`src/rtl/core/efr_pkg.sv`:
```
// Types, constants and the CRC fold function of the escaped frame receiver.
package efr_pkg;

	localparam int ByteW = 8;
	localparam int CrcW  = 24;

	localparam logic [ByteW-1:0] SomByte  = 8'hFD;
	localparam logic [ByteW-1:0] EscByte  = 8'hFC;
	localparam logic [ByteW-1:0] EscOr    = 8'h80;
	localparam logic [ByteW-1:0] LenIndex = 8'd9;
	localparam logic [ByteW:0]   LenExtra = 9'd10;
	localparam logic [ByteW-1:0] MaxLenReset = 8'd75;

	localparam logic [CrcW-1:0] CrcSeed = 24'hFFFF00;
	// polynomial with the carry-out bit dropped; the shift removes that bit
	localparam logic [CrcW-1:0] CrcPolyLow = 24'h100200;

	typedef enum logic [2:0] {
		EV_ESC      = 3'd0,
		EV_START    = 3'd1,
		EV_RESTART  = 3'd2,
		EV_BYTE     = 3'd3,
		EV_END      = 3'd4,
		EV_LINE     = 3'd5,
		EV_OVERSIZE = 3'd6,
		EV_STRAY    = 3'd7
	} efr_event_t;

	typedef struct packed {
		logic [ByteW-1:0] rx_byte;
		logic             framing_error;
		logic             overrun_error;
		logic             parity_error;
	} efr_item_t;

	typedef struct packed {
		efr_event_t       event_res;
		logic [ByteW-1:0] byte_value;
		logic [ByteW-1:0] byte_index;
		logic             crc_ok;
	} efr_result_t;

	function automatic logic [CrcW-1:0] crc_fold(input logic [CrcW-1:0] crc,
			input logic [ByteW-1:0] v);
		logic [CrcW-1:0] r;
		r = crc | {{(CrcW-ByteW){1'b0}}, v};
		for (int k = 0; k < ByteW; k++) begin
			r = {r[CrcW-2:0], 1'b0} ^ (r[CrcW-1] ? CrcPolyLow : '0);
		end
		return r;
	endfunction

	localparam logic [CrcW-1:0] CrcStart = crc_fold(CrcSeed, SomByte);

endpackage

```
`src/rtl/core/efr_in_if.sv`:
```
// Request channel carrying received bytes and their line error flags.
interface efr_in_if;
	import efr_pkg::*;

	logic             valid;
	logic             ready;
	logic [ByteW-1:0] rx_byte;
	logic             framing_error;
	logic             overrun_error;
	logic             parity_error;

	modport source(output valid, rx_byte, framing_error, overrun_error, parity_error,
		input ready);
	modport sink(input valid, rx_byte, framing_error, overrun_error, parity_error,
		output ready);
endinterface

```
`src/rtl/core/efr_out_if.sv`:
```
// Request channel carrying one receiver event per byte.
interface efr_out_if;
	import efr_pkg::*;

	logic             valid;
	logic             ready;
	logic [2:0]       event_res;
	logic [ByteW-1:0] byte_value;
	logic [ByteW-1:0] byte_index;
	logic             crc_ok;

	modport source(output valid, event_res, byte_value, byte_index, crc_ok,
		input ready);
	modport sink(input valid, event_res, byte_value, byte_index, crc_ok,
		output ready);
endinterface

```
`src/rtl/core/efr_frame_ctl.sv`:
```
// Frame state, unescaping and CRC update for one byte per cycle while step is high.
module efr_frame_ctl (
	input  logic                       clk,
	input  logic                       arst_n,
	input  logic                       step,
	input  efr_pkg::efr_item_t         item,
	input  logic [efr_pkg::ByteW-1:0]  max_frame_len,
	output efr_pkg::efr_result_t       result
);
	import efr_pkg::*;

	logic             in_frame_q, in_frame_n;
	logic             esc_q, esc_n;
	logic [ByteW-1:0] count_q, count_n;
	logic [ByteW-1:0] len_q, len_n;
	logic [CrcW-1:0]  crc_q, crc_n;
	logic             line_err;
	logic [ByteW-1:0] data_b;

	assign line_err = item.framing_error | item.overrun_error | item.parity_error;
	assign data_b   = esc_q ? (item.rx_byte | EscOr) : item.rx_byte;

	always_comb begin
		in_frame_n = in_frame_q;
		esc_n      = esc_q;
		count_n    = count_q;
		len_n      = len_q;
		crc_n      = crc_q;
		result     = '{event_res: EV_STRAY, byte_value: '0, byte_index: '0, crc_ok: 1'b0};
		priority if (line_err) begin
			in_frame_n       = 1'b0;
			result.event_res = EV_LINE;
		end else if (item.rx_byte == SomByte) begin
			result.event_res = in_frame_q ? EV_RESTART : EV_START;
			in_frame_n       = 1'b1;
			count_n          = '0;
			crc_n            = CrcStart;
		end else if (!in_frame_q) begin
			result.event_res = EV_STRAY;
		end else if (item.rx_byte == EscByte) begin
			esc_n            = 1'b1;
			result.event_res = EV_ESC;
		end else if (count_q >= max_frame_len) begin
			in_frame_n       = 1'b0;
			result.event_res = EV_OVERSIZE;
		end else begin
			esc_n             = 1'b0;
			result.byte_index = count_q;
			result.byte_value = data_b;
			len_n             = (count_q == LenIndex) ? data_b : len_q;
			count_n           = count_q + 1'b1;
			crc_n             = crc_fold(crc_q, data_b);
			result.event_res  = EV_BYTE;
			if (count_n > LenIndex && ({1'b0, len_n} + LenExtra) == {1'b0, count_n}) begin
				result.event_res = EV_END;
				result.crc_ok    = (crc_n == '0);
				in_frame_n       = 1'b0;
			end
		end
	end

	always_ff @(posedge clk or negedge arst_n) begin
		if (!arst_n) begin
			in_frame_q <= 1'b0;
			esc_q      <= 1'b0;
			count_q    <= '0;
			len_q      <= '0;
			crc_q      <= '0;
		end else if (step) begin
			in_frame_q <= in_frame_n;
			esc_q      <= esc_n;
			count_q    <= count_n;
			len_q      <= len_n;
			crc_q      <= crc_n;
		end
	end
endmodule

```
`src/rtl/core/escaped_frame_receiver_crc16_unit.sv`:
```
// Top level of the byte-stuffed frame receiver with running CRC.
//
//  channel  dir  payload                                          request when
//  rx       in   rx_byte, framing/overrun/parity error            valid && ready
//  res      out  event_res, byte_value, byte_index, crc_ok        valid && ready
//  cfg      in   max_frame_len                                    cfg_we
//
// One byte per cycle sustained while res is not stalled; an rx request loads the
// input register, then the frame logic writes the result register, which drives
// res valid.
// arst_n clears the pipeline valids, the frame state and sets max_frame_len to 75.
// A stalled res holds the result register; rx keeps taking one more byte into
// the input register, then stalls too.
module escaped_frame_receiver_crc16_unit (
	input  logic                      clk,
	input  logic                      arst_n,
	efr_in_if.sink                    rx,
	efr_out_if.source                 res,
	input  logic                      cfg_we,
	input  logic [efr_pkg::ByteW-1:0] cfg_wdata
);
	import efr_pkg::*;

	logic [ByteW-1:0] max_frame_len_q;
	logic             valid_s1;
	efr_item_t        item_s1;
	logic             res_valid_q;
	efr_result_t      res_q;
	efr_result_t      res_n;
	logic             advance;

	assign advance  = valid_s1 && (!res_valid_q || res.ready);
	assign rx.ready = !valid_s1 || advance;

	always_ff @(posedge clk or negedge arst_n) begin
		if (!arst_n) begin
			max_frame_len_q <= MaxLenReset;
		end else if (cfg_we) begin
			max_frame_len_q <= cfg_wdata;
		end
	end

	always_ff @(posedge clk or negedge arst_n) begin
		if (!arst_n) begin
			valid_s1    <= 1'b0;
			res_valid_q <= 1'b0;
		end else begin
			if (rx.valid && rx.ready) begin
				valid_s1 <= 1'b1;
			end else if (advance) begin
				valid_s1 <= 1'b0;
			end
			if (advance) begin
				res_valid_q <= 1'b1;
			end else if (res.ready) begin
				res_valid_q <= 1'b0;
			end
		end
	end

	always_ff @(posedge clk) begin
		if (rx.valid && rx.ready) begin
			item_s1 <= '{rx_byte: rx.rx_byte, framing_error: rx.framing_error,
				overrun_error: rx.overrun_error, parity_error: rx.parity_error};
		end
		if (advance) begin
			res_q <= res_n;
		end
	end

	efr_frame_ctl u_frame_ctl (
		.clk           (clk),
		.arst_n        (arst_n),
		.step          (advance),
		.item          (item_s1),
		.max_frame_len (max_frame_len_q),
		.result        (res_n)
	);

	assign res.valid      = res_valid_q;
	assign res.event_res  = res_q.event_res;
	assign res.byte_value = res_q.byte_value;
	assign res.byte_index = res_q.byte_index;
	assign res.crc_ok     = res_q.crc_ok;
endmodule

```
`src/flat_wrapper.sv`:
```
// flat-port wrapper written by rule: the top's interface ports become plain ports
module escaped_frame_receiver_crc16_unit_flat import efr_pkg::*;
  (clk, arst_n, cfg_we, cfg_wdata, rx_valid, rx_rx_byte, rx_framing_error, rx_overrun_error, rx_parity_error, rx_ready, res_valid, res_event_res, res_byte_value, res_byte_index, res_crc_ok, res_ready);
  efr_in_if rx_i ();
  efr_out_if res_i ();
  input  logic clk;
  input  logic arst_n;
  input  logic cfg_we;
  input  logic [efr_pkg::ByteW-1:0] cfg_wdata;
  input wire logic [$bits(rx_i.valid)-1:0] rx_valid;
  input wire logic [$bits(rx_i.rx_byte)-1:0] rx_rx_byte;
  input wire logic [$bits(rx_i.framing_error)-1:0] rx_framing_error;
  input wire logic [$bits(rx_i.overrun_error)-1:0] rx_overrun_error;
  input wire logic [$bits(rx_i.parity_error)-1:0] rx_parity_error;
  output wire logic [$bits(rx_i.ready)-1:0] rx_ready;
  output wire logic [$bits(res_i.valid)-1:0] res_valid;
  output wire logic [$bits(res_i.event_res)-1:0] res_event_res;
  output wire logic [$bits(res_i.byte_value)-1:0] res_byte_value;
  output wire logic [$bits(res_i.byte_index)-1:0] res_byte_index;
  output wire logic [$bits(res_i.crc_ok)-1:0] res_crc_ok;
  input wire logic [$bits(res_i.ready)-1:0] res_ready;
  assign rx_i.valid = rx_valid;
  assign rx_i.rx_byte = rx_rx_byte;
  assign rx_i.framing_error = rx_framing_error;
  assign rx_i.overrun_error = rx_overrun_error;
  assign rx_i.parity_error = rx_parity_error;
  assign rx_ready = rx_i.ready;
  assign res_valid = res_i.valid;
  assign res_event_res = res_i.event_res;
  assign res_byte_value = res_i.byte_value;
  assign res_byte_index = res_i.byte_index;
  assign res_crc_ok = res_i.crc_ok;
  assign res_i.ready = res_ready;
  escaped_frame_receiver_crc16_unit u_core (.clk(clk), .arst_n(arst_n), .rx(rx_i), .res(res_i), .cfg_we(cfg_we), .cfg_wdata(cfg_wdata));
endmodule
```
`config.mk`:
```
export PLATFORM = sky130hd
export DESIGN_NAME = escaped_frame_receiver_crc16_unit_flat
export DESIGN_NICKNAME = d
export VERILOG_FILES = /design/src/rtl/core/efr_pkg.sv /design/src/rtl/core/efr_in_if.sv /design/src/rtl/core/efr_out_if.sv /design/src/rtl/core/efr_frame_ctl.sv /design/src/rtl/core/escaped_frame_receiver_crc16_unit.sv /design/src/flat_wrapper.sv
export SDC_FILE = /design/constraint.sdc
export NUM_CORES = 1
export LEC_CHECK = 0
export ABC_AREA = 1
export CAP_MARGIN = 20
export CORE_MARGIN = 3
export CORE_UTILIZATION = 63
export CTS_CLUSTER_SIZE = 10
export DETAILED_ROUTE_END_ITERATION = 16
export DONT_BUFFER_PORTS = 1
export HOLD_SLACK_MARGIN = 0.06
export PLACE_DENSITY = 0.89
export SLEW_MARGIN = 30
export SYNTH_ARGS = -nofsm -noshare
export SYNTH_HDL_FRONTEND = slang
export SYNTH_SLANG_ARGS = --single-unit
```
`constraint.sdc`:
```
create_clock -name clk -period 3.3 [get_ports clk]
set_input_delay 0.33 -clock clk [delete_from_list [all_inputs] [get_ports clk]]
set_output_delay 0.33 -clock clk [all_outputs]
set_load 0.01 [all_outputs]
```
== Yosys cells after proc, flatten, opt, wreduce, memory -nomap -nowiden ==
Cells that the tools add are included.

* Flip-flop bits (word level): 83
* Output and inout bits: 22
* Word-level logic and storage cells: 96

* $add $sub $neg: 2
* Magnitude comparators: 2
* Equality and inequality tests: 7
* Mux-type cells: 36
* Bitwise gates (word level): 17
* Reduce and logical (&&, ||, !) cells: 16

{| class="wikitable"
|+ Operator list
! kind !! number
|-
| $xor 24x21->24 || 8
|-
| $mux 21 || 8
|-
| $mux 24 || 4
|-
| $mux 8 || 6
|-
| $logic_not 24->1 || 1
|-
| $or 24x8->24 || 1
|-
| $eq 8x8->1 const B || 2
|-
| $mux 3 || 5
|-
| $mux 1 || 12
|-
| $reduce_and 5->1 || 2
|-
| $add 8x4->9 const B || 1
|-
| $eq 9x8->1 || 1
|-
| $add 8x1->8 const B || 1
|-
| $eq 8x4->1 const B || 1
|-
| $ge 8x8->1 || 1
|-
| $gt 8x4->1 const B || 1
|-
| $ne 2x2->1 const B || 3
|-
| $not 1->1 || 6
|-
| $reduce_and 6->1 || 1
|-
| $reduce_bool 2->1 || 3
|-
| $reduce_or 6->1 || 1
|-
| $reduce_or 5->1 || 1
|-
| $logic_and 1x1->1 || 3
|-
| $logic_not 1->1 || 2
|-
| other kinds (3) || 5
|}

== Longest topological paths before layout ==
* Word-level depth: 22
* Mapped depth: 20
* Mapped depth without buffers: 20

== Cells and area by module ==
A second synthesis with hierarchy kept.

* Cells, all modules: 447
* Area total of the unflattened synthesis: 4022.6 um^2

{| class="wikitable"
|+ Modules (own cells, without submodules)
! module !! times used !! cells an instance !! area an instance (um^2) !! sequential area each (um^2)
|-
| efr_frame_ctl || 1 || 371 || 2685.1 || 850.8
|-
| escaped_frame_receiver_crc16_unit || 1 || 76 || 1337.5 || 1186.1
|}

== Worst setup path after synthesis ==
OpenSTA, ideal clock, no wires.

* Path type: flip-flop to flip-flop
* Start: reg u_core.u_frame_ctl.count_q[1]
* End: reg u_core.res_q (netlist bit u_core.res.event_res[1]), data pin
* Library setup time: 0.252 ns
* Arrival time: 2.146 ns
* Setup slack: 0.902 ns
* Cell stages (with the launch flop): 15
* Path buffers: 0
* Period minus slack after synthesis: 2.398 ns
* Cells stage by stage: dfrtp_1 inv_1 ha_1 nand3_4 o21ai_0 nand2_2 ha_1 xor2_1 nand3_1 nor2_1 nand3_1 nor3_1 nand4_1 nand2_1 nand2_1

* Word-level cells in the longest chain between the ends: 10
* Elaborated cells between the ends (all ways): 13

{| class="wikitable"
|+ RTL lines
! what !! line !! text
|-
| from (decl) || efr_frame_ctl.sv:14 || <nowiki>logic [ByteW-1:0] count_q, count_n;</nowiki>
|-
| from (signal assigned) || efr_frame_ctl.sv:72 || <nowiki>count_q <= count_n;</nowiki>
|-
| $eq 8x4->1 || efr_frame_ctl.sv:50 || <nowiki>len_n = (count_q == LenIndex) ? data_b : len_q;</nowiki>
|-
| $mux 8 || efr_frame_ctl.sv:50 ||
|-
| $add 8x4->9 || efr_frame_ctl.sv:54 || <nowiki>if (count_n > LenIndex && ({1'b0, len_n} + LenExtra) == {1'b0, count_n}) begin</nowiki>
|-
| $eq 9x8->1 || efr_frame_ctl.sv:54 ||
|-
| $logic_and 1x1->1 || efr_frame_ctl.sv:54 ||
|-
| $mux 3 || efr_frame_ctl.sv:54 ||
|-
| $mux 3 * || efr_frame_ctl.sv:43 || <nowiki>end else if (count_q >= max_frame_len) begin</nowiki>
|-
| $mux 3 * || efr_frame_ctl.sv:40 || <nowiki>end else if (item.rx_byte == EscByte) begin</nowiki>
|-
| $mux 3 * || efr_frame_ctl.sv:38 || <nowiki>end else if (!in_frame_q) begin</nowiki>
|-
| $mux 3 * || efr_frame_ctl.sv:33 || <nowiki>end else if (item.rx_byte == SomByte) begin</nowiki>
|-
| to (signal assigned) || escaped_frame_receiver_crc16_unit.sv:67 || <nowiki>res_q <= res_n;</nowiki>
|-
| to (decl) || escaped_frame_receiver_crc16_unit.sv:28 || <nowiki>efr_result_t res_q;</nowiki>
|}

Every way passes the cells marked *; elsewhere a longest branch is shown, timed or not.
A chain may end at the register's enable or synchronous reset.

== Worst setup path after layout ==
Ends and elaborated chain as after synthesis.

==> metrics list <==
* Required time of the critical path: 3410 ps
- Dividing total power by cell area gives a power density of 425 mW/mm^2.
- In the synthesized netlist, the number of instances is 444.
- Final WS setup: 610 ps
- Slew at the pin closest to its max-slew limit: 550 ps
* DRT Wirelength: 9410 um
- Summed over its instances, the top area cell type makes up 25.7% of the synthesized netlist area.
* Clk pwr share: 33.7%
- Cell type contributing the most total cell area after synthesis: dfrtp_1
* GPL Wtd Cong: 0.949
* Via density per instance: 5.93
- The min-delay analysis places its worst path in the category in2reg.
- Area growth from synthesis to layout: 10.2%
* Row count: 28
- The setup path with the least slack is of type reg2reg.
- The number of antenna diodes in the final layout is 0.
* H-tree depth: 3
- The worst setup path is captured at a flip-flop.
- Summed over all nets, the switching power comes to 0.479 mW.
* Final routed wire length divided by cell count: 17.4 um
- Leading register cell type out of synthesis: dfrtp_1
- The number of antenna violations at the first check in global routing was 0.
- Sinks on Clock Net: 75
- The number of clock buffers added by TritonCTS is 9.
- For the worst-skew pair, the clock arrives at the later sink with an insertion delay of 350 ps.
* Core box area: 0.00596 mm^2
* Number of nets in the layout: 498
* Max-cap violation count: 0
* Clk_skew: 11.5 ps
- Count of input and output buffers: 0
- Final hold violation count: 0
- In this run the worst path has a maximum fanout of 10.
* Sum of net half-perimeters after detailed placement: 6300 um
- The worst-case IR drop observed on VDD is 0.347 mV.
- Async set-reset flop share out of synthesis: 58.7%
- Total DRC errors in the routed layout: 0
- Timing analysis after detailed placement gives a worst setup slack of 685 ps.
- Post-Syn Nets: 480
- Hold timing on the final database bottoms out at a slack of 69.1 ps.
- First-pass iteration count of the detailed router: 5
- Pint: 1.35 mW
- Leakage power of the design: 2.02 nW
- Post-Synthesis Mean Instance Area: 8.79 um^2
* Total GRT Usage: 27.4%
- Part of the cycle the worst path needs: 81.5%
- The flow ran to the end, and the final reports show no timing, DRC or antenna violations.
- Via count: 3,213
- Counting the fill cells in the layout gives 424.
- The die covers 0.00717 mm^2.
* Gate power share: 7.4%
- By area the synthesized netlist is led by dfrtp_1 (26%), edfxtp_1 (24%), nand2_1 (9.0%).
- The worst path needs 2690 ps of the cycle, external delays included.
- Sequential fraction of the synthesis area: 52.2%
- Cell at the root of the clock tree: clkbuf_8
- Share of total power consumed by net switching: 26.2%
- The first global-routing pass estimated 15,200 um of wire.
* Post-layout total power: 1.83 mW
- Post-synth EDFFs: 31
- Antenna violation net count after detailed routing: 0
* Clock tree from TritonCTS: yes
* Total standard cell area after synthesis: 0.00390 mm^2
- Vias in the first global route: 3,127
* Postcts setup bufs: 0
- Starting DRC count in detailed routing: 385
- After clock tree synthesis, the clock-pin slew on the worst setup and hold paths is 80 ps.
- Yosys warns: 0
* Launching element type of the critical path: flip-flop
- In this run the tightest slew margin relative to its limit is 63.3%.
- During I/O placement, the number of pins put on the boundary was 46.
- CP arrival: 2800 ps
* Die W: 84.7 um
* Floorplan die height: 84.7 um
- Setup violations remaining at the end of the flow were counted as 0.
- Post-synth cell types: 28
- After synthesis the netlist holds a flip-flop and latch count of 75.
* Pin count of the biggest net entering global routing: 45
* Grt ovf: 0
- Initial Utilization: 65.5%
- The post-route netlist has 8.78% of its cells at a drive strength greater than 1.
* Max Buffers Root-to-Sink: 2
* Utilization after layout: 72.2%
- Peak Freq: 0.372 GHz
* Part of the power in registers: 58.9%
- RSZ-0062 raised after global routing: no
* Setup Total Neg Slack: 0 ps
- The final max-slew violation count was 0.
==> layer usage <==
| metal | GRT usage [%] | vias to the layer above | routed length, um |
|---|---|---|---|
| met5 | 0 | - | 0 |
| met4 | 10.2 | 0 | 263 |
| met3 | 7.16 | 34 | 934 |
| met2 | 44.6 | 237 | 4450 |
| met1 | 35.6 | 1456 | 3760 |
| li1 | - | 1486 | - |
==> placed cells by master (no fill, tap or decap) <==
cell type | synthesis | routed
ha_1 | 12 | 12
nand3_1 | 37 | 37
edfxtp_1 | 31 | 31
o21a_1 | 1 | 1
buf_4 | 0 | 3
nand3_4 | 1 | 1
o21bai_2 | 1 | 1
dfstp_2 | 4 | 4
o21ai_1 | 4 | 4
inv_1 | 66 | 66
nand2_2 | 10 | 10
nand4_1 | 9 | 9
clkinv_4 | 0 | 1
clkinv_1 | 0 | 2
nor2_8 | 1 | 1
xor2_1 | 10 | 10
dlygate4sd3_1 | 0 | 13
inv_6 | 0 | 1
nor3_1 | 7 | 7
o21ai_0 | 38 | 38
nand2_1 | 94 | 94
clkbuf_8 | 0 | 9
dfrtp_1 | 40 | 40
nor2_1 | 37 | 37
xnor2_1 | 11 | 11
inv_2 | 2 | 2
o31ai_1 | 6 | 6
nor4_1 | 2 | 2
a21oi_1 | 5 | 5
a31oi_1 | 1 | 1
buf_16 | 0 | 1
clkinvlp_4 | 0 | 1
mux2_2 | 3 | 3
nand4_2 | 1 | 1
clkinv_2 | 0 | 2
==> layout make-up <==
type | instances | area (um^2) | area share [%]
Inverter | 68 | 255 | 5.94
Timing Repair Buffer | 17 | 180 | 4.19
Clock buffer | 9 | 124 | 2.88
Tap cell | 75 | 93.8 | 2.18
Multi-Input combinational cell | 291 | 1570 | 36.4
Sequential cell | 75 | 2040 | 47.4
Clock inverter | 7 | 42.5 | 0.990
==> per-stage QoR <==
stage / cells / cell area [um^2]
after detailed placement: 512 / 3980
final: 542 / 4300
after global placement: 512 / 3980
after global routing: 542 / 4300
after floorplan: 444 / 3900
after CTS: 531 / 4190
==> cells in the mapped netlist (7+ instances only) <==
master and n:
nand2_1 94, nand2_2 10, nand3_1 37, nor3_1 7, nand4_1 9, inv_1 66
xnor2_1 11, nor2_1 37, edfxtp_1 31, xor2_1 10, o21ai_0 38, dfrtp_1 40
ha_1 12
==> flip-flops by register name, summed over array words and instances (netlist names) <==
register / count
u_core.res.valid: 1
u_core.u_frame_ctl.count_q: 8
u_core.item_s1: 11
u_core.res.byte_index: 8
u_core.res.crc_ok: 1
u_core.valid_s1: 1
u_core.res.event_res: 3
u_core.u_frame_ctl.crc_q: 16
u_core.res.byte_value: 8
u_core.u_frame_ctl.in_frame_q: 1
u_core.u_frame_ctl.esc_q: 1
u_core.max_frame_len_q: 8
u_core.u_frame_ctl.len_q: 8
==> path summary, 6_finish.rpt <==
check                                                    from                      endpoint  slack, ps  cells past startpoint
worst max-delay path            u_core.u_frame_ctl.count_q[1]       u_core.res.event_res[1]        610                     15
worst min-delay path                                   cfg_we     u_core.max_frame_len_q[3]         70                      1
worst max register to register  u_core.u_frame_ctl.count_q[1]       u_core.res.event_res[1]        610                     15
worst min register to register    u_core.u_frame_ctl.len_q[3]   u_core.u_frame_ctl.len_q[3]        490                      2
max in group asynchronous                              arst_n     u_core.max_frame_len_q[1]       2530                      2
min in group asynchronous                              arst_n  u_core.u_frame_ctl.crc_q[10]        490                      2
==> cell families after synthesis <==
kind of cell / after synthesis / share of synthesized area [%]
xor gates and xnor gates: 21 / 4.71
and+or+nand+nor: 199 / 22.9
DFF: 75 / 52.2
AOI/OAI and AO/OA: 56 / 7.83
adders and majority gates: 12 / 3.85
muxes: 3 / 0.866
buffers and inverters: 78 / 7.63
==> critical path, stage by stage (launching register included) <==
cell and delay [ps]:
dfrtp_1 420, inv_1 130, ha_1 230, nand3_4 160, nor2_8 210, nand2_2 70
nand2_2 120, ha_1 250, xor2_1 160, nand3_1 90, nor2_1 100, nand3_1 100
nor3_1 140, nand4_1 120, nand2_1 80, nand2_1 50
==> what timing repair did <==
action	in CTS	in global routing
hold buffers	3	11
endpoints found under the hold margin	45	11
resized for setup	0	0
==> power by group through the flow <==
stage,Clock (mW),Combinational (mW),Sequential [mW]
2_1_floorplan,0,0.0764,1.08
3_3_place_gp,0,0.0963,1.09
3_5_place_dp,0,0.104,1.10
4_1_cts,0.616,0.123,1.08
5_1_grt,0.659,0.152,1.08
6_report,0.615,0.136,1.08
Power figures use the tool's default switching activity.
